File: config.mk
export PLATFORM = sky130hd
export DESIGN_NAME = bresenham_line_generator
export DESIGN_NICKNAME = d
export VERILOG_FILES = /design/src/blg_pkg.sv /design/src/blg_stepper.sv /design/src/bresenham_line_generator.sv
export SDC_FILE = /design/constraint.sdc
export NUM_CORES = 1
export LEC_CHECK = 0
export ABC_AREA = 0
export ABC_CLOCK_PERIOD_IN_PS = 8000
export BUFFER_PORTS_ARGS = -buffer_cell sky130_fd_sc_hd__buf_4
export CAP_MARGIN = 40
export CORE_MARGIN = 2
export CORE_UTILIZATION = 65
export CTS_BUF_LIST = sky130_fd_sc_hd__clkbuf_4
export DETAILED_ROUTE_END_ITERATION = 10
export PLACE_DENSITY = 0.86
export SLEW_MARGIN = 10
export SYNTH_ARGS = -nofsm -noshare
export SYNTH_HDL_FRONTEND = slang
export SYNTH_SLANG_ARGS = --single-unit
File: constraint.sdc
create_clock -name clk -period 8 [get_ports clk]
set_clock_uncertainty 0.05 [all_clocks]
set_input_delay 0 -clock clk [delete_from_list [all_inputs] [get_ports clk]]
set_output_delay 0 -clock clk [all_outputs]
set_load 0.01 [all_outputs]
File: src/blg_pkg.sv
// ----------------------------------------------------------------------------
// blg_pkg
// Shared types and constants of the Bresenham line generator.
// ----------------------------------------------------------------------------
package blg_pkg;

    localparam int SIZE_BITS      = 10;
    localparam int COLOR_BITS     = 16;
    localparam int CFG_INDEX_BITS = 1;

    localparam logic [CFG_INDEX_BITS-1:0] CFG_SCREEN_WIDTH  = 1'd0;
    localparam logic [CFG_INDEX_BITS-1:0] CFG_SCREEN_HEIGHT = 1'd1;

    localparam logic [SIZE_BITS-1:0] SCREEN_WIDTH_RST  = 10'd240;
    localparam logic [SIZE_BITS-1:0] SCREEN_HEIGHT_RST = 10'd320;

    typedef enum logic {
        OP_START   = 1'b0,
        OP_ADVANCE = 1'b1
    } opcode_t;

    // status of the pixel the stepper offers in the current cycle
    typedef struct packed {
        logic emit;
        logic on_screen;
        logic last;
    } blg_flags_t;

endpackage

File: src/blg_stepper.sv
// ----------------------------------------------------------------------------
// blg_stepper
// Line state and one Bresenham step per accepted advance item.
// ----------------------------------------------------------------------------
module blg_stepper #(
    parameter int COORD_BITS = 9
) (
    input  logic                           clk,
    input  logic                           rst_n,
    input  logic                           take,
    input  logic                           opcode,
    input  logic [COORD_BITS-1:0]          start_x,
    input  logic [COORD_BITS-1:0]          start_y,
    input  logic [COORD_BITS-1:0]          end_x,
    input  logic [COORD_BITS-1:0]          end_y,
    input  logic [blg_pkg::COLOR_BITS-1:0] pen_color,
    input  logic [blg_pkg::SIZE_BITS-1:0]  screen_width,
    input  logic [blg_pkg::SIZE_BITS-1:0]  screen_height,
    output logic [COORD_BITS-1:0]          cur_x,
    output logic [COORD_BITS-1:0]          cur_y,
    output logic [blg_pkg::COLOR_BITS-1:0] cur_color,
    output blg_pkg::blg_flags_t            flags
);
    import blg_pkg::*;

    localparam int DEC_BITS = COORD_BITS + 3;
    localparam int CMP_BITS = (COORD_BITS > SIZE_BITS) ? COORD_BITS : SIZE_BITS;

    logic                  active_reg, active_next;
    logic [COORD_BITS-1:0] cursor_x_reg, cursor_x_next;
    logic [COORD_BITS-1:0] cursor_y_reg, cursor_y_next;
    logic [COORD_BITS-1:0] target_x_reg, target_x_next;
    logic [COORD_BITS-1:0] target_y_reg, target_y_next;
    logic [COORD_BITS-1:0] delta_x_reg, delta_x_next;
    logic [COORD_BITS-1:0] delta_y_reg, delta_y_next;
    logic [1:0]            step_dirs_reg, step_dirs_next;
    logic signed [DEC_BITS-1:0] decision_reg, decision_next;
    logic [COLOR_BITS-1:0] line_color_reg, line_color_next;

    logic                  is_last;
    logic                  x_major;
    logic                  step_minor;
    logic [COORD_BITS-1:0] new_dx, new_dy;
    logic signed [DEC_BITS-1:0] new_major, new_minor;
    logic signed [DEC_BITS-1:0] cur_major, cur_minor;

    assign is_last    = (cursor_x_reg == target_x_reg) && (cursor_y_reg == target_y_reg);
    assign x_major    = delta_x_reg > delta_y_reg;
    assign step_minor = !decision_reg[DEC_BITS-1] && (decision_reg != '0);

    assign new_dx = (end_x >= start_x) ? end_x - start_x : start_x - end_x;
    assign new_dy = (end_y >= start_y) ? end_y - start_y : start_y - end_y;

    assign new_major = $signed({3'b000, (new_dx > new_dy) ? new_dx : new_dy});
    assign new_minor = $signed({3'b000, (new_dx > new_dy) ? new_dy : new_dx});
    assign cur_major = $signed({3'b000, x_major ? delta_x_reg : delta_y_reg});
    assign cur_minor = $signed({3'b000, x_major ? delta_y_reg : delta_x_reg});

    always_comb
    begin
        active_next     = active_reg;
        cursor_x_next   = cursor_x_reg;
        cursor_y_next   = cursor_y_reg;
        target_x_next   = target_x_reg;
        target_y_next   = target_y_reg;
        delta_x_next    = delta_x_reg;
        delta_y_next    = delta_y_reg;
        step_dirs_next  = step_dirs_reg;
        decision_next   = decision_reg;
        line_color_next = line_color_reg;
        if (take)
        begin
            if (opcode == OP_START)
            begin
                active_next     = 1'b1;
                cursor_x_next   = start_x;
                cursor_y_next   = start_y;
                target_x_next   = end_x;
                target_y_next   = end_y;
                delta_x_next    = new_dx;
                delta_y_next    = new_dy;
                step_dirs_next  = {end_y < start_y, end_x < start_x};
                decision_next   = (new_minor <<< 1) - new_major;
                line_color_next = pen_color;
            end
            else if (active_reg)
            begin
                if (is_last)
                begin
                    active_next = 1'b0;
                end
                else
                begin
                    // major axis always moves, minor axis only on a positive decision
                    if (x_major || step_minor)
                        cursor_x_next = step_dirs_reg[0] ? cursor_x_reg - 1'b1
                                                         : cursor_x_reg + 1'b1;
                    if (!x_major || step_minor)
                        cursor_y_next = step_dirs_reg[1] ? cursor_y_reg - 1'b1
                                                         : cursor_y_reg + 1'b1;
                    if (step_minor)
                        decision_next = decision_reg + (cur_minor <<< 1) - (cur_major <<< 1);
                    else
                        decision_next = decision_reg + (cur_minor <<< 1);
                end
            end
        end
    end

    always_ff @(posedge clk or negedge rst_n)
    begin
        if (!rst_n)
        begin
            active_reg     <= 1'b0;
            cursor_x_reg   <= '0;
            cursor_y_reg   <= '0;
            target_x_reg   <= '0;
            target_y_reg   <= '0;
            delta_x_reg    <= '0;
            delta_y_reg    <= '0;
            step_dirs_reg  <= '0;
            decision_reg   <= '0;
            line_color_reg <= '0;
        end
        else
        begin
            active_reg     <= active_next;
            cursor_x_reg   <= cursor_x_next;
            cursor_y_reg   <= cursor_y_next;
            target_x_reg   <= target_x_next;
            target_y_reg   <= target_y_next;
            delta_x_reg    <= delta_x_next;
            delta_y_reg    <= delta_y_next;
            step_dirs_reg  <= step_dirs_next;
            decision_reg   <= decision_next;
            line_color_reg <= line_color_next;
        end
    end

    assign cur_x     = cursor_x_reg;
    assign cur_y     = cursor_y_reg;
    assign cur_color = line_color_reg;

    assign flags.emit      = (opcode == OP_ADVANCE) && active_reg;
    assign flags.on_screen = (CMP_BITS'(cursor_x_reg) < CMP_BITS'(screen_width))
                          && (CMP_BITS'(cursor_y_reg) < CMP_BITS'(screen_height));
    assign flags.last      = is_last;

endmodule

File: src/bresenham_line_generator.sv
// ----------------------------------------------------------------------------
// bresenham_line_generator
// Integer line rasteriser, one pixel per advance item, all octants.
// ----------------------------------------------------------------------------
// Usage:
//   Command channel (cmd_valid / cmd_stall): opcode start loads both endpoints
//   and the pen colour and gives no pixel; opcode advance gives the next pixel
//   of the line, or nothing when no line is loaded. A start drops any line
//   still being drawn.
//   Pixel channel (pix_valid / pix_stall): position, colour, on-screen flag
//   against the screen size registers, and last on the second endpoint.
//   Config channel (cfg_valid / cfg_ready): index 0 screen width, index 1
//   screen height; always ready, write only while idle.
//   A taken advance item registers its pixel in the output or skid entry.
//   Throughput: one item per cycle while cmd_stall is low; the line state is
//   stepped combinationally, so the only limit is the pixel channel.
//   A two-entry output (register plus skid) lets a command be taken while a
//   pixel waits; cmd_stall rises only when both entries hold pixels.
//   Reset: no line loaded, pixel channel empty, screen size 240 x 320.
// ----------------------------------------------------------------------------
module bresenham_line_generator #(
    parameter int COORD_BITS = 9
) (
    input  logic                               clk,
    input  logic                               rst_n,
    input  logic                               cmd_valid,
    output logic                               cmd_stall,
    input  logic                               opcode,
    input  logic [COORD_BITS-1:0]              start_x,
    input  logic [COORD_BITS-1:0]              start_y,
    input  logic [COORD_BITS-1:0]              end_x,
    input  logic [COORD_BITS-1:0]              end_y,
    input  logic [blg_pkg::COLOR_BITS-1:0]     pen_color,
    output logic                               pix_valid,
    input  logic                               pix_stall,
    output logic [COORD_BITS-1:0]              pixel_x,
    output logic [COORD_BITS-1:0]              pixel_y,
    output logic [blg_pkg::COLOR_BITS-1:0]     pixel_color,
    output logic                               on_screen,
    output logic                               last,
    input  logic                               cfg_valid,
    output logic                               cfg_ready,
    input  logic [blg_pkg::CFG_INDEX_BITS-1:0] cfg_index,
    input  logic [blg_pkg::SIZE_BITS-1:0]      cfg_data
);
    import blg_pkg::*;

    typedef struct packed {
        logic [COORD_BITS-1:0] x;
        logic [COORD_BITS-1:0] y;
        logic [COLOR_BITS-1:0] color;
        logic                  on_screen;
        logic                  last;
    } pixel_t;

    logic [SIZE_BITS-1:0] screen_width_reg;
    logic [SIZE_BITS-1:0] screen_height_reg;

    logic       cmd_take;
    logic       res_fire;
    logic       out_taken;
    blg_flags_t flags;
    pixel_t     res;

    logic [COORD_BITS-1:0] cur_x, cur_y;
    logic [COLOR_BITS-1:0] cur_color;

    logic   out_valid_reg;
    logic   skid_valid_reg;
    pixel_t out_reg;
    pixel_t skid_reg;

    assign cmd_stall = skid_valid_reg;
    assign cmd_take  = cmd_valid && !cmd_stall;
    assign cfg_ready = 1'b1;

    always_ff @(posedge clk or negedge rst_n)
    begin
        if (!rst_n)
        begin
            screen_width_reg  <= SCREEN_WIDTH_RST;
            screen_height_reg <= SCREEN_HEIGHT_RST;
        end
        else if (cfg_valid && cfg_ready)
        begin
            case (cfg_index)
                CFG_SCREEN_WIDTH:  screen_width_reg  <= cfg_data;
                CFG_SCREEN_HEIGHT: screen_height_reg <= cfg_data;
                default: ;
            endcase
        end
    end

    blg_stepper #(
        .COORD_BITS (COORD_BITS)
    ) u_stepper (
        .clk           (clk),
        .rst_n         (rst_n),
        .take          (cmd_take),
        .opcode        (opcode),
        .start_x       (start_x),
        .start_y       (start_y),
        .end_x         (end_x),
        .end_y         (end_y),
        .pen_color     (pen_color),
        .screen_width  (screen_width_reg),
        .screen_height (screen_height_reg),
        .cur_x         (cur_x),
        .cur_y         (cur_y),
        .cur_color     (cur_color),
        .flags         (flags)
    );

    assign res_fire  = cmd_take && flags.emit;
    assign out_taken = out_valid_reg && !pix_stall;

    assign res.x         = cur_x;
    assign res.y         = cur_y;
    assign res.color     = cur_color;
    assign res.on_screen = flags.on_screen;
    assign res.last      = flags.last;

    // control of the output register and skid entry
    always_ff @(posedge clk or negedge rst_n)
    begin
        if (!rst_n)
        begin
            out_valid_reg  <= 1'b0;
            skid_valid_reg <= 1'b0;
        end
        else
        begin
            if (skid_valid_reg && out_taken)
            begin
                skid_valid_reg <= 1'b0;
            end
            else if (res_fire && !out_taken && out_valid_reg)
            begin
                skid_valid_reg <= 1'b1;
            end

            if (res_fire)
                out_valid_reg <= 1'b1;
            else if (out_taken && !skid_valid_reg)
                out_valid_reg <= 1'b0;
        end
    end

    // payload, no reset
    always_ff @(posedge clk)
    begin
        if (skid_valid_reg && out_taken)
            out_reg <= skid_reg;
        else if (res_fire && (out_taken || !out_valid_reg))
            out_reg <= res;

        if (res_fire && out_valid_reg && !out_taken)
            skid_reg <= res;
    end

    assign pix_valid   = out_valid_reg;
    assign pixel_x     = out_reg.x;
    assign pixel_y     = out_reg.y;
    assign pixel_color = out_reg.color;
    assign on_screen   = out_reg.on_screen;
    assign last        = out_reg.last;

    // skid entry only ever holds an item behind a waiting one
    a_skid_behind_out: assert property (@(posedge clk) disable iff (!rst_n)
        skid_valid_reg |-> out_valid_reg)
        else $error("skid entry valid with empty output register");

    a_skid_fill: assert property (@(posedge clk) disable iff (!rst_n)
        $rose(skid_valid_reg) |-> $past(pix_stall) && $past(out_valid_reg))
        else $error("skid entry filled without a stalled output");

    a_result_shown: assert property (@(posedge clk) disable iff (!rst_n)
        res_fire |=> out_valid_reg)
        else $error("pixel result lost");

    a_no_fire_when_full: assert property (@(posedge clk) disable iff (!rst_n)
        (out_valid_reg && skid_valid_reg && pix_stall) |=> skid_valid_reg && $stable(skid_reg))
        else $error("skid entry overwritten while full");

endmodule

== Word-level counts from Yosys, hierarchy flattened ==
Index checks and enable logic that the tools add are counted.
Storage, ports and cells
  output and inout port bits: 39
  register bits: 179
  input port bits: 69
  word-level logic and storage cells: 113
Operators by class
  equality and inequality tests: 6
  magnitude comparators: 8
  bitwise operators: 2
  add/subtract/negate cells: 11
  reduce and logical (&&, ||, !) cells: 33
  mux-type cells: 29
Operators with widths (count)
  $mux W9: 16
  $mux W36: 2
  $mux W12: 4
  $sub A9 B9 Y9: 4
  $lt A9 B10 Y1: 2
  $add A9 B1 Y9 const B: 2
  $eq A9 B9 Y1: 2
  $ge A9 B9 Y1: 2
  $gt A9 B9 Y1: 2
  $lt A9 B9 Y1: 2
  $sub A9 B1 Y9 const B: 2
  $logic_and A1 B1 Y1: 14
  $add A12 B11 Y12: 1
  $reduce_bool A12 Y1: 1
  $sub A12 B11 Y12: 1
  $sub A10 B9 Y11: 1
  $reduce_and A4 Y1: 2
  $mux W1: 7
  $logic_not A1 Y1: 6
  $ne A2 B1 Y1 const B: 3
  $reduce_and A2 Y1: 3
  $reduce_bool A2 Y1: 3
  $logic_or A1 B1 Y1: 3
  $reduce_and A3 Y1: 1
  2 further kinds: 3

== Depth between registers and ports, before layout ==
Gate-level depths: netlist of the first run.
  depth after elaboration: 8
  depth in mapped cells: 31
  mapped depth without buffers: 28

== Cells and area by module ==
A second synthesis of the first run with hierarchy kept.
Second synthesis, totals
  cell total of the unflattened synthesis: 1140
  area, all modules: 11793.8 µm²
Modules (own cells, without submodules)
  blg_stepper: cells an instance 970, times used 1, seq. area each 2127.0 µm², area an instance 8166.6 µm²
  bresenham_line_generator: cells an instance 170, times used 1, seq. area each 2720.1 µm², area an instance 3627.2 µm²

== Worst setup path after synthesis of the first run ==
Ideal clock, no wire load.
  path type: in2reg
  start: input start_x[7]
  end: register u_stepper.decision_reg[8]
  setup slack: 2066 ps
  arrival: 5746 ps
  stages: 29
  library setup time: 138 ps
  required time: 7812 ps
  path buffers: 3
  path through: inv_1 -> ha_1 -> buf_6 -> a21oi_2 -> o21ai_1 -> a21o_2 -> a2111o_1 -> a311oi_2 -> o221ai_1 -> xnor2_1 -> inv_1 -> ha_1 -> o21ai_0 -> nor2_1 -> nor3_1 -> nand2b_1 -> clkbuf_1 -> clkbuf_1 -> o21ai_0 -> fa_1 -> a21o_1 -> a21oi_1 -> o21ai_0 -> a21o_1 -> a21o_1 -> or2_2 -> and3_1 -> a21oi_1 -> a21oi_1
Between the ends
  longest elaborated chain between the ends: 6
  elaborated cells between the ends (all ways): 9
  those cells by class: add/sub: 3; order compare: 2; mux: 4
RTL lines
  from (decl): RTL line bresenham_line_generator.sv:29  | input logic [COORD_BITS-1:0] start_x,
  $sub A9 B9 Y9 or $ge A9 B9 Y1 (tied branches): RTL line blg_stepper.sv:51  | assign new_dx = (end_x >= start_x) ? end_x - start_x : start_x - end_x;
  $mux W9 (*): RTL line blg_stepper.sv:51
  named net u_stepper.new_dx[7]: RTL line blg_stepper.sv:43  | logic [COORD_BITS-1:0] new_dx, new_dy;
  $gt A9 B9 Y1: RTL line blg_stepper.sv:54, blg_stepper.sv:55
  $mux W9, on equally long branches: RTL line blg_stepper.sv:55, blg_stepper.sv:54
  $sub A10 B9 Y11 (*): RTL line blg_stepper.sv:83  | decision_next = (new_minor <<< 1) - new_major;
  $mux W12 (*): RTL line blg_stepper.sv:73  | if (opcode == OP_START)
  to (signal assigned): RTL line blg_stepper.sv:135  | decision_reg <= decision_next;
  to (decl): RTL line blg_stepper.sv:37  | logic signed [DEC_BITS-1:0] decision_reg, decision_next;
The timed path passes the listed nets; every way through them passes the cells marked *.
A chain may end at the register's enable or synchronous reset.

== Worst setup path after layout of the first run ==
  start: input start_y[7]
  end: register u_stepper.decision_reg[8]
Between the ends
  longest elaborated chain between the ends: 6
  elaborated cells between the ends (all ways): 9
  those cells by class: add/sub: 3; order compare: 2; mux: 4
RTL lines
  from (decl): RTL line bresenham_line_generator.sv:30  | input logic [COORD_BITS-1:0] start_y,
  $sub A9 B9 Y9 or $ge A9 B9 Y1 (tied branches): RTL line blg_stepper.sv:52  | assign new_dy = (end_y >= start_y) ? end_y - start_y : start_y - end_y;
  $mux W9 (*): RTL line blg_stepper.sv:52
  $gt A9 B9 Y1: RTL line blg_stepper.sv:54, blg_stepper.sv:55
  $mux W9, on equally long branches: RTL line blg_stepper.sv:55, blg_stepper.sv:54
  $sub A10 B9 Y11 (*): RTL line blg_stepper.sv:83
  $mux W12 (*): RTL line blg_stepper.sv:73
Mark *: on every way between the ends. The rest lies on a longest branch, timed or not.

==> summary.txt, run 1 <==
Synthesis
  – Flops & latches, synth: 179
  – Syn Area/Cell: 9.761 µm²
  – Cell taking the most area after synthesis: dfrtp_1
  – Area contributors post-synth: dfrtp_1 22%, edfxtp_1 18%, ha_1 12%
  – Top-count cell post-synth: nand2_1
  – Count of flip-flops with a built-in enable after synthesis: 72
  – Synth cell types: 75
  – Synthesized Nets: 1389
  – Mapped Area: 11740 µm²
  – Post-synth top cells: 176 x nand2_1, 108 x ha_1, 104 x inv_1, 101 x dfrtp_1, 94 x o21ai_0
  – Synth warn: 0
  – Post-Synthesis Cells: 1203
  – Fraction of registers with async set or reset after synthesis: 59.78%
  – Post-synth top flop: dfrtp_1
  – Seq/Total Area, Yosys: 41.28%
  – Post-synth top area share: 21.52%

Drt
  – Pre-antenna DRT Iters: 5
  – DRT Wirelength: 32810 µm
  – Vias post-DR: 9921
  – Vias/cell: 6.060
  – Iter 0 DRT Violations: 773
  – Antenna Nets Post-Route: 0
  – WL/cell: 20.04 µm
  – # DRC: 0

STA
  – Fmax: 0.1448 GHz
  – Final period util: 86.31%
  – Final min period: 6.905 ns
  – Worst-Margin Slew: 0.8111 ns
  – Worst slew margin: 45.93%
  – Final hold violations: 0
  – RSZ-0062 raised after global routing: false
  – Endpoints failing setup: 0
  – Setup_tns: 0 ns
  – Final max-slew violation count: 0

Clock tree
  – Number of gates resized after CTS: 0
  – # hold bufs at CTS: 94
  – Clk slew on worst S/H paths: 0.18 ns
  – CTS H-tree lvls: 4
  – Clk buf depth: 2
  – Clock sinks: 179
  – Setup repair bufs after CTS: 0
  – Total CTS buffers: 17
  – Root Buffer: clkbuf_4
  – Clk_lat worst skew: 0.59 ns
  – CTS tree: yes

Global routing
  – Antenna violations before repair: 1
  – Vias in the first global route: 10250
  – Total GRT Usage: 34.57%
  – First-pass GRT wire length: 52830 µm
  – Gr ovfl total: 0
  – Largest net degree at the start of global routing: 62

Worst setup path
  – Critical Path Sink Type: flip-flop
  – Worst-path maximum fanout: 19
  – Cell family with most CP delay: simple AND/OR/NAND/NOR gates
  – Crit path DAT: 7.34 ns
  – Bufs and invs on worst path: 4
  – Critical Path End: u_stepper.decision_reg[8]
  – RR Endpoint: u_stepper.decision_reg[11]
  – Critical path startpoint: start_y[7]
  – Critical path's slowest cell: nand2b_1
  – Worst Setup Start Kind: input port
  – Critical Path Max Stage Delay: 0.59 ns
  – Cells on worst reg2reg path: 25
  – Crit Path Class: in2reg
  – Reg-to-reg slack, setup: 2.22 ns
  – Critical Path RT: 8.44 ns
  – CP Depth: 29
  – Reg2reg start: u_stepper.delta_x_reg[1]

Power and ir drop
  – Pwr Density: 474.3 nW/µm²
  – Clk pwr share: 8.6%
  – Internal: 3.555 mW
  – Combinational cell fraction of total power: 67.3%
  – Switch Pwr: 3.126 mW
  – Switching Fraction: 46.79%
  – Total power: 6.680 mW
  – Leakage Power: 6.511 nW
  – Peak supply drop: 0.001066 V
  – Seq pwr share: 24.1%

Layout
  – Layout cells sized above 1: 17.41%
  – Post-route cell area: 14080 µm²
  – Layout area overhead: 19.95%
  – Fin nets: 1580
  – Fillers: 1094
  – Largest register FFs: 36

Placed design
  – GP Congestion: 0.9321
  – Dpl cell area: 12800 µm²
  – Detailed placer's ending HPWL: 21870 µm
  – IO Port Bufs: 106

Die
  – Die area: 19160 µm²
  – Top Ports: 108
  – Core Box Area: 17840 µm²
  – Initial Util: 65.82%
  – Die height: 138.4 µm
  – Die Width: 138.4 µm
  – Num rows: 49

Job
  – Max-cap violations: 0

Worst hold path
  – Hold depth: 4
  – Hold Path Class: in2reg

Status
  – Outcome: completed
==> area by class of cell <==
class	count	area, µm²	area share, %
multi-input combinational	880	6339	45.00
sequential	179	4847	34.41
timing repair buffer	212	1889	13.41
inverter	104	390.4	2.772
tap	229	286.5	2.034
clock inverter	15	202.7	1.439
clock buffer	17	127.6	0.9061
antenna	1	2.502	0.01777
==> layer usage <==
metal | global-route usage [%] | routed length (µm) | vias up
met3 | 5.092 | 1921 | 110
met1 | 43.79 | 13240 | 4793
li1 | - | - | 4604
met5 | 0 | 0 | -
met2 | 59.17 | 16300 | 414
met4 | 15.52 | 1349 | 0
==> cells in the final DEF, fill, tap and decap left out, types with 4 or more instances in the layout <==
cell / synthesis / layout
nand2_1: 176 / 175
buf_4: 2 / 114
ha_1: 108 / 108
inv_1: 104 / 104
dfrtp_1: 101 / 101
o21ai_0: 94 / 94
dlygate4sd3_1: 0 / 93
edfxtp_1: 72 / 72
mux2_2: 64 / 64
a21oi_1: 63 / 63
nor2_1: 62 / 60
xnor2_1: 43 / 43
a21o_1: 33 / 33
mux2i_1: 24 / 24
nor3_1: 20 / 20
clkbuf_4: 0 / 17
nor2b_1: 13 / 13
xor2_1: 12 / 12
o21a_1: 11 / 11
nand3_1: 11 / 11
o211ai_1: 10 / 10
a31oi_1: 9 / 9
fa_1: 9 / 9
o21bai_1: 8 / 8
o21ai_1: 7 / 7
a21boi_0: 8 / 7
or3_1: 7 / 7
nand4_1: 7 / 7
o31ai_1: 6 / 6
a211oi_1: 6 / 6
nand2b_1: 6 / 6
dfstp_2: 6 / 6
inv_8: 0 / 5
and3_1: 4 / 4
o41ai_1: 4 / 4
o31a_1: 4 / 4
clkinv_8: 0 / 4
==> cell families (layout without fill, tap and decap cells) <==
| group | after synthesis | count (layout) | synth area share (%) |
|---|---|---|---|
| flops | 179 | 179 | 41.28 |
| compound gates | 292 | 292 | 15.88 |
| other cells | 1 | 2 | 0.03194 |
| fa+ha+maj | 117 | 117 | 13.04 |
| xor+xnor | 55 | 55 | 4.102 |
| mux | 90 | 90 | 8.439 |
| buf+inv | 144 | 348 | 4.944 |
| simple gates | 325 | 325 | 12.29 |
==> power groups by stage <==
stage	combinational (mW)	sequential [mW]	clock, mW
floorplan	3.35	1.52	0
detailed placement	4.29	1.61	0
global placement	4.09	1.59	0
global route	5.02	1.63	0.609
CTS	4.42	1.59	0.568
finish	4.49	1.61	0.574
==> worst min-delay path, stage by stage <==
cell and delay (ns):
dlygate4sd3_1 0.52, buf_4 0.10, nand2_1 0.04, nand2_1 0.05
==> stage by stage <==
step | hold WS (ns) | util (%) | worst slack [ns] | cells
3_3_place_gp | -0.02178 | 71.25 | 1.360 | 1505
5_1_grt | 0.05112 | 78.95 | 0.4789 | 1637
2_1_floorplan | -0.3456 | - | 2.066 | 1203
3_5_place_dp | -0.01887 | 71.75 | 1.241 | 1510
4_1_cts | 0.04808 | 78.93 | 1.242 | 1636
6_report | 0.07818 | 78.95 | 1.095 | 1637
==> worst min-delay path by stage <==
stage	from	end
after floorplan	rst_n	cmd_stall
after global routing	pen_color[4]	u_stepper.cur_color[4]
final	pen_color[4]	u_stepper.cur_color[4]
after global placement	rst_n	screen_width_reg[8]
after CTS	pen_color[4]	u_stepper.cur_color[4]
after detailed placement	rst_n	screen_width_reg[8]
No activity file was read; power rests on OpenSTA's default activity.
==> inputs of run 2 (changes only) <==
SYNTH_HIERARCHICAL = 1   (was not set)
==> run 2 against run 1 <==
Effect of this change: sequential share of layout area grew 0.25 points; non-clock buffer count decreased by 12; combinational power up 3%; die area grew 0.43%; sequential cell count unchanged; final cell count is 4.5% lower; worst setup slack improved by 0.29 ns; final area is 0.71% lower; total power is 1.6% higher; largest power group unchanged; highest routed layer unchanged.
==> summary.txt, run 2 <==
STA
  – Final period util: 82.72%
  – Fmax: 0.1511 GHz
  – Worst-Margin Slew: 0.9506 ns
  – Final hold violations: 0
  – Worst slew margin: 35.80%
  – Final max-slew violation count: 0
  – Setup_tns: 0 ns
  – Endpoints failing setup: 0
  – RSZ-0062 raised after global routing: false
  – Final min period: 6.617 ns

Global routing
  – Total GRT Usage: 32.32%
  – Antenna violations before repair: 1
  – Gr ovfl total: 0
  – First-pass GRT wire length: 49670 µm
  – Vias in the first global route: 9795
  – Largest net degree at the start of global routing: 89

Drt
  – Met3 wire length: 2189 µm
  – Met1 WL: 12690 µm
  – DRT Wirelength: 31100 µm
  – # DRC: 0
  – Met2 wire len: 15060 µm
  – WL/cell: 19.89 µm
  – Antenna Nets Post-Route: 0
  – Iter 0 DRT Violations: 842
  – Vias post-DR: 9729
  – Vias/cell: 6.221
  – Highest Signal Layer: met4
  – Pre-antenna DRT Iters: 5

Synthesis
  – Syn Area/Cell: 10.35 µm²
  – Post-synth top flop: dfrtp_1
  – Count of flip-flops with a built-in enable after synthesis: 72
  – Post-synth top area share: 21.43%
  – Area contributors post-synth: dfrtp_1 21%, edfxtp_1 18%, ha_1 11%
  – Cell taking the most area after synthesis: dfrtp_1
  – Synthesized Nets: 1326
  – Top-count cell post-synth: ha_1
  – Fraction of registers with async set or reset after synthesis: 59.78%
  – Post-Synthesis Cells: 1140
  – Flops & latches, synth: 179
  – Synth cell types: 77
  – Synth warn: 6
  – Seq/Total Area, Yosys: 41.10%
  – Post-synth top cells: 108 x ha_1, 101 x dfrtp_1, 97 x inv_1, 96 x o21ai_0, 90 x nand2_1
  – Mapped Area: 11790 µm²

Layout
  – Largest register FFs: 36
  – Most common cell after layout, fill and taps aside: buf_4
  – Most frequent cells in the layout: 111 x buf_4, 108 x ha_1, 101 x dfrtp_1, 97 x inv_1, 96 x o21ai_0
  – Layout cells sized above 1: 20.16%
  – Fin nets: 1507
  – Non-Filler Instances: 1564
  – Layout area overhead: 18.58%

Power and ir drop
  – Leakage Power: 6.355 nW
  – Pwr Density: 485.3 nW/µm²
  – Peak supply drop: 0.0007023 V

Clock tree
  – CTS tree: yes
  – Root Buffer: clkbuf_4
  – CTS H-tree lvls: 4
  – Setup repair bufs after CTS: 0
  – Number of gates resized after CTS: 0
  – Clk buf depth: 2
  – Clk_lat worst skew: 0.60 ns
  – Total CTS buffers: 17
  – Clock sinks: 179
  – Clk slew on worst S/H paths: 0.19 ns
  – # hold bufs at CTS: 85

Worst setup path
  – Critical Path Max Stage Delay: 0.62 ns
  – Crit path DAT: 7.06 ns
  – Crit Path Class: in2reg
  – Critical Path Sink Type: flip-flop
  – Worst-path maximum fanout: 17
  – Critical Path RT: 8.44 ns
  – Critical path's slowest cell: a21oi_2
  – Worst Setup Start Kind: input port

Placed design
  – IO Port Bufs: 106
  – Detailed placer's ending HPWL: 21250 µm
  – Dpl cells: 1445
  – GP Congestion: 0.9286

Die
  – Core Box Area: 17900 µm²
  – Die Width: 138.7 µm
  – Die area: 19240 µm²
  – Initial Util: 65.88%
  – Top Ports: 108
  – Num rows: 49
  – Die height: 138.7 µm

Status
  – Outcome: completed

Worst hold path
  – Hold Path Class: in2reg

Job
  – Max-cap violations: 0
-- run 2: changes by cell type in the layout (fill, tap and decap cells not counted), moves of 9 or more --
cell | before | now
dlygate4sd3_1 | 93 | 84
mux2_4 | 2 | 30
xor2_1 | 12 | 25
nand2_1 | 175 | 89
a21o_1 | 33 | 23
a21oi_1 | 63 | 85
-- run 2: metrics by stage --
stage          util (%)  cell area, µm²  hold WS [ns]  total power [mW]  worst slack, ns
2_1_floorplan         -           11790       -0.3456             5.012            2.532
3_3_place_gp      70.98           12710       0.01322             5.799            1.821
3_5_place_dp      71.31           12770       0.01529             6.011            1.514
4_1_cts           77.95           13950       0.09858             6.672            1.580
5_1_grt           78.12           13980       0.09101             7.367           0.9527
6_report          78.12           13980        0.1221             6.786            1.383
-- run 2: path summary, 6_finish.rpt --
| path | start | end | slack (ns) | cells after the start |
|---|---|---|---|---|
| setup / recovery | start_y[5] | u_stepper/decision_reg[8] | 1.38 | 28 |
| hold / removal | pen_color[12] | u_stepper/cur_color[12] | 0.12 | 3 |
| setup reg to reg | u_stepper/delta_x_reg[1] | u_stepper/decision_reg[11] | 2.07 | 21 |
| hold reg to reg | u_stepper/cur_color[4] | skid_reg[6] | 0.42 | 0 |
| max in group asynchronous | rst_n | u_stepper/delta_y_reg[2] | 6.64 | 4 |
| min in group asynchronous | rst_n | u_stepper/cur_color[12] | 0.44 | 4 |
-- run 2: layout make-up --
class / count / area (µm²)
Clock buffer: 17 / 127.6
Clock inverter: 15 / 192.7
Sequential cell: 179 / 4847
Multi-Input combinational cell: 826 / 6376
Antenna cell: 1 / 2.502
Fill cell: 1094 / 3918
Tap cell: 229 / 286.5
Inverter: 97 / 364.1
Timing Repair Buffer: 200 / 1788
-- run 2: routing by layer --
layer	track usage, %	vias to the layer above
met5	0	-
met4	14.73	0
met3	5.836	95
met2	53.73	477
met1	41.63	4707
li1	-	4450
-- run 2: logic make-up after synthesis --
family,Yosys count,share of synthesized area [%]
XOR/XNOR,60,4.456
adder cells (fa/ha/maj),117,12.99
flip-flops,179,41.10
other,1,0.03180
buffers and inverters,135,4.901
AO/OA/AOI/OAI,291,15.37
multiplexers,112,11.45
AND/OR/NAND/NOR,245,9.707
-- run 2: where the power goes --
| part | internal (mW) | switching (mW) | total [mW] |
|---|---|---|---|
| combinational | 2.15 | 2.47 | 4.62 |
| sequential | 1.30 | 0.315 | 1.62 |
| clock | 0.176 | 0.376 | 0.551 |
-- run 2: critical path, delay by kind of cell --
kind / cells / cell delay, ns
AOI/OAI and AO/OA: 12 / 3.31
adders and majority gates: 3 / 1.23
xor gates and xnor gates: 1 / 0.23
muxes: 2 / 0.66
and+or+nand+nor: 6 / 0.79
buffers and inverters: 4 / 0.84
==> inputs of run 3 (changes only) <==
ABC_CLOCK_PERIOD_IN_PS = 5810   (was 8000)
CORE_UTILIZATION = 56   (was 65)
PLACE_DENSITY = 0.79   (was 0.86)
clock period = 5.81 ns   (was 8 ns; I/O delays follow)
==> run 3 against run 2 <==
Effect of this change: worst setup slack worse by 1.1 ns; sequential cell count stayed put; global-route usage is 4.4 points lower; combinational power is 40% higher; clock power is 32% higher; total power is 39% higher; sequential power is 38% higher; non-clock buffer count is 30 higher; die area is 16% higher; utilization is 9.4 points lower; via count is 3.8% lower; sequential share of layout area is 0.77 points lower; critical endpoint is now u_stepper/decision_reg[9]; largest power group unchanged; highest routed layer unchanged.
==> summary.txt, run 3 (same netlist as run 2, synthesis figures left out) <==
STA
  – Fmax: 0.1813 GHz
  – Setup_tns: 0 ns
  – Final min period: 5.515 ns
  – Endpoints failing setup: 0
  – Final max-slew violation count: 0
  – Final hold violations: 0
  – Final period util: 94.93%
  – Worst-Margin Slew: 0.8578 ns
  – WHS: 0.09878 ns
  – Worst slew margin: 42.78%

Worst setup path
  – CP Depth: 27
  – Critical Path RT: 6.26 ns
  – Crit path DAT: 5.96 ns
  – Reg-to-reg slack, setup: 0.53 ns
  – Critical Path Max Stage Delay: 0.53 ns
  – Crit Path Class: in2reg
  – Worst-path maximum fanout: 9
  – Critical Path Sink Type: flip-flop
  – Reg2reg start: u_stepper/delta_x_reg[1]
  – Cell family with most CP delay: compound AO/OA/AOI/OAI gates
  – RR Endpoint: u_stepper/decision_reg[11]
  – Bufs and invs on worst path: 6
  – Critical path's slowest cell: dlygate4sd3_1
  – Worst Setup Start Kind: input port
  – Cells on worst reg2reg path: 25

Drt
  – WL/cell: 18.44 µm
  – Pre-antenna DRT Iters: 5
  – Iter 0 DRT Violations: 541
  – DRT Wirelength: 30250 µm
  – Vias/cell: 5.707
  – Antenna Nets Post-Route: 0
  – # DRC: 0
  – Vias post-DR: 9359

Power and ir drop
  – Switch Pwr: 4.351 mW
  – Pwr Density: 657.9 nW/µm²
  – Clk pwr share: 7.7%
  – Peak supply drop: 0.0009609 V
  – Seq pwr share: 23.7%
  – Switching Fraction: 46.23%
  – Leakage Power: 6.487 nW
  – Combinational cell fraction of total power: 68.6%
  – Internal: 5.060 mW

Die
  – Top Ports: 108
  – Die Width: 149.1 µm
  – Num rows: 53
  – Core Box Area: 20820 µm²
  – Die height: 149.1 µm
  – Die area: 22240 µm²
  – Initial Util: 56.64%

Clock tree
  – Clk buf depth: 2
  – Clock sinks: 179
  – Root Buffer: clkbuf_4
  – CTS tree: yes
  – Clk_lat worst skew: 0.62 ns
  – Total CTS buffers: 17
  – Clk slew on worst S/H paths: 0.17 ns
  – CTS H-tree lvls: 4

Global routing
  – Largest net degree at the start of global routing: 73
  – Gr ovfl total: 0
  – First-pass GRT wire length: 47880 µm
  – Vias in the first global route: 9265
  – Total GRT Usage: 27.93%
  – Antenna violations before repair: 1

Layout
  – Most frequent cells in the layout: 136 x buf_4, 107 x ha_1, 101 x dfrtp_1, 97 x inv_1, 93 x o21ai_0
  – Layout cells sized above 1: 22.43%
  – Most common cell after layout, fill and taps aside: buf_4
  – Fin nets: 1537
  – Post-layout util: 68.69%
  – Layout area overhead: 21.28%
  – Largest register FFs: 36

Worst hold path
  – Hold depth: 3
  – Hold path startpoint: pen_color[14]
  – Hold Path Class: in2reg
  – Min-Delay Endpoint: u_stepper/cur_color[14]

Placed design
  – GP Congestion: 0.9226
  – Detailed placer's ending HPWL: 20950 µm
  – IO Port Bufs: 106

Status
  – Outcome: completed

Job
  – Max-cap violations: 0
-- run 3: area by class of cell --
class	count	area, µm²
multi-input combinational	826	6441
sequential	179	4847
timing repair buffer	230	2008
fill	1584	6519
tap	275	344.1
antenna	1	2.502
clock buffer	17	127.6
inverter	97	364.1
clock inverter	15	168.9
-- run 3: how the worst max path moves through the flow --
stage / endpoint / slack [ns] / start
after floorplan: u_stepper/decision_reg[8] / 0.34 / start_y[5]
after global placement: u_stepper/decision_reg[8] / 0.16 / start_x[1]
after detailed placement: u_stepper/decision_reg[8] / -0.06 / start_x[1]
after CTS: u_stepper/decision_reg[8] / 0.02 / start_x[1]
after global routing: u_stepper/decision_reg[8] / -0.007 / start_x[0]
final: u_stepper/decision_reg[9] / 0.29 / start_x[0]
-- run 3: timing repair --
item	CTS	global route
setup endpoints to repair	0	8
setup buffers	0	6
resized for setup	0	18
hold buffers	91	0
hold endpoints to repair	170	0
-- run 3: worst register-to-register path, cell delays in order (launching register included) --
cell and delay [ns]:
dfrtp_1 0.47, ha_1 0.33, nor2b_1 0.13, o21a_1 0.16, o21ai_0 0.22, a21oi_1 0.15
o31a_2 0.44, o21ai_0 0.22, ha_1 0.20, inv_1 0.06, fa_1 0.40, nor2b_1 0.16
o31a_1 0.19, o21a_1 0.13, nor2_1 0.05, xnor2_1 0.14, ha_1 0.25, nor3_1 0.12
o21ai_0 0.13, a31oi_1 0.27, o21ai_0 0.18, nor3_1 0.16, a21oi_1 0.05, o21ai_0 0.19
mux2i_1 0.23, o211ai_1 0.10
-- run 3: stage by stage --
stage / cells / worst slack, ns / power (mW) / instance area (µm²)
2_1_floorplan: 1140 / 0.3422 / 6.901 / 11790
3_3_place_gp: 1508 / 0.1578 / 8.141 / 12910
3_5_place_dp: 1510 / -0.06279 / 8.345 / 12960
4_1_cts: 1633 / 0.02397 / 9.242 / 14190
5_1_grt: 1640 / -0.006671 / 10.24 / 14300
6_report: 1640 / 0.2948 / 9.411 / 14300
-- run 3: power groups by stage --
stage	clock network (mW)	registers [mW]	logic, mW
6_report	0.727	2.23	6.45
5_1_grt	0.791	2.28	7.17
4_1_cts	0.735	2.21	6.29
3_5_place_dp	0	2.24	6.10
3_3_place_gp	0	2.22	5.92
2_1_floorplan	0	2.12	4.78
-- run 3: per-layer routing --
metal | vias up | global-route usage (%) | routed length (µm)
li1 | 4491 | - | -
met1 | 4527 | 36.74 | 13180
met2 | 289 | 47.14 | 14820
met3 | 52 | 3.945 | 1424
met4 | 0 | 10.52 | 816
met5 | - | 0 | 0
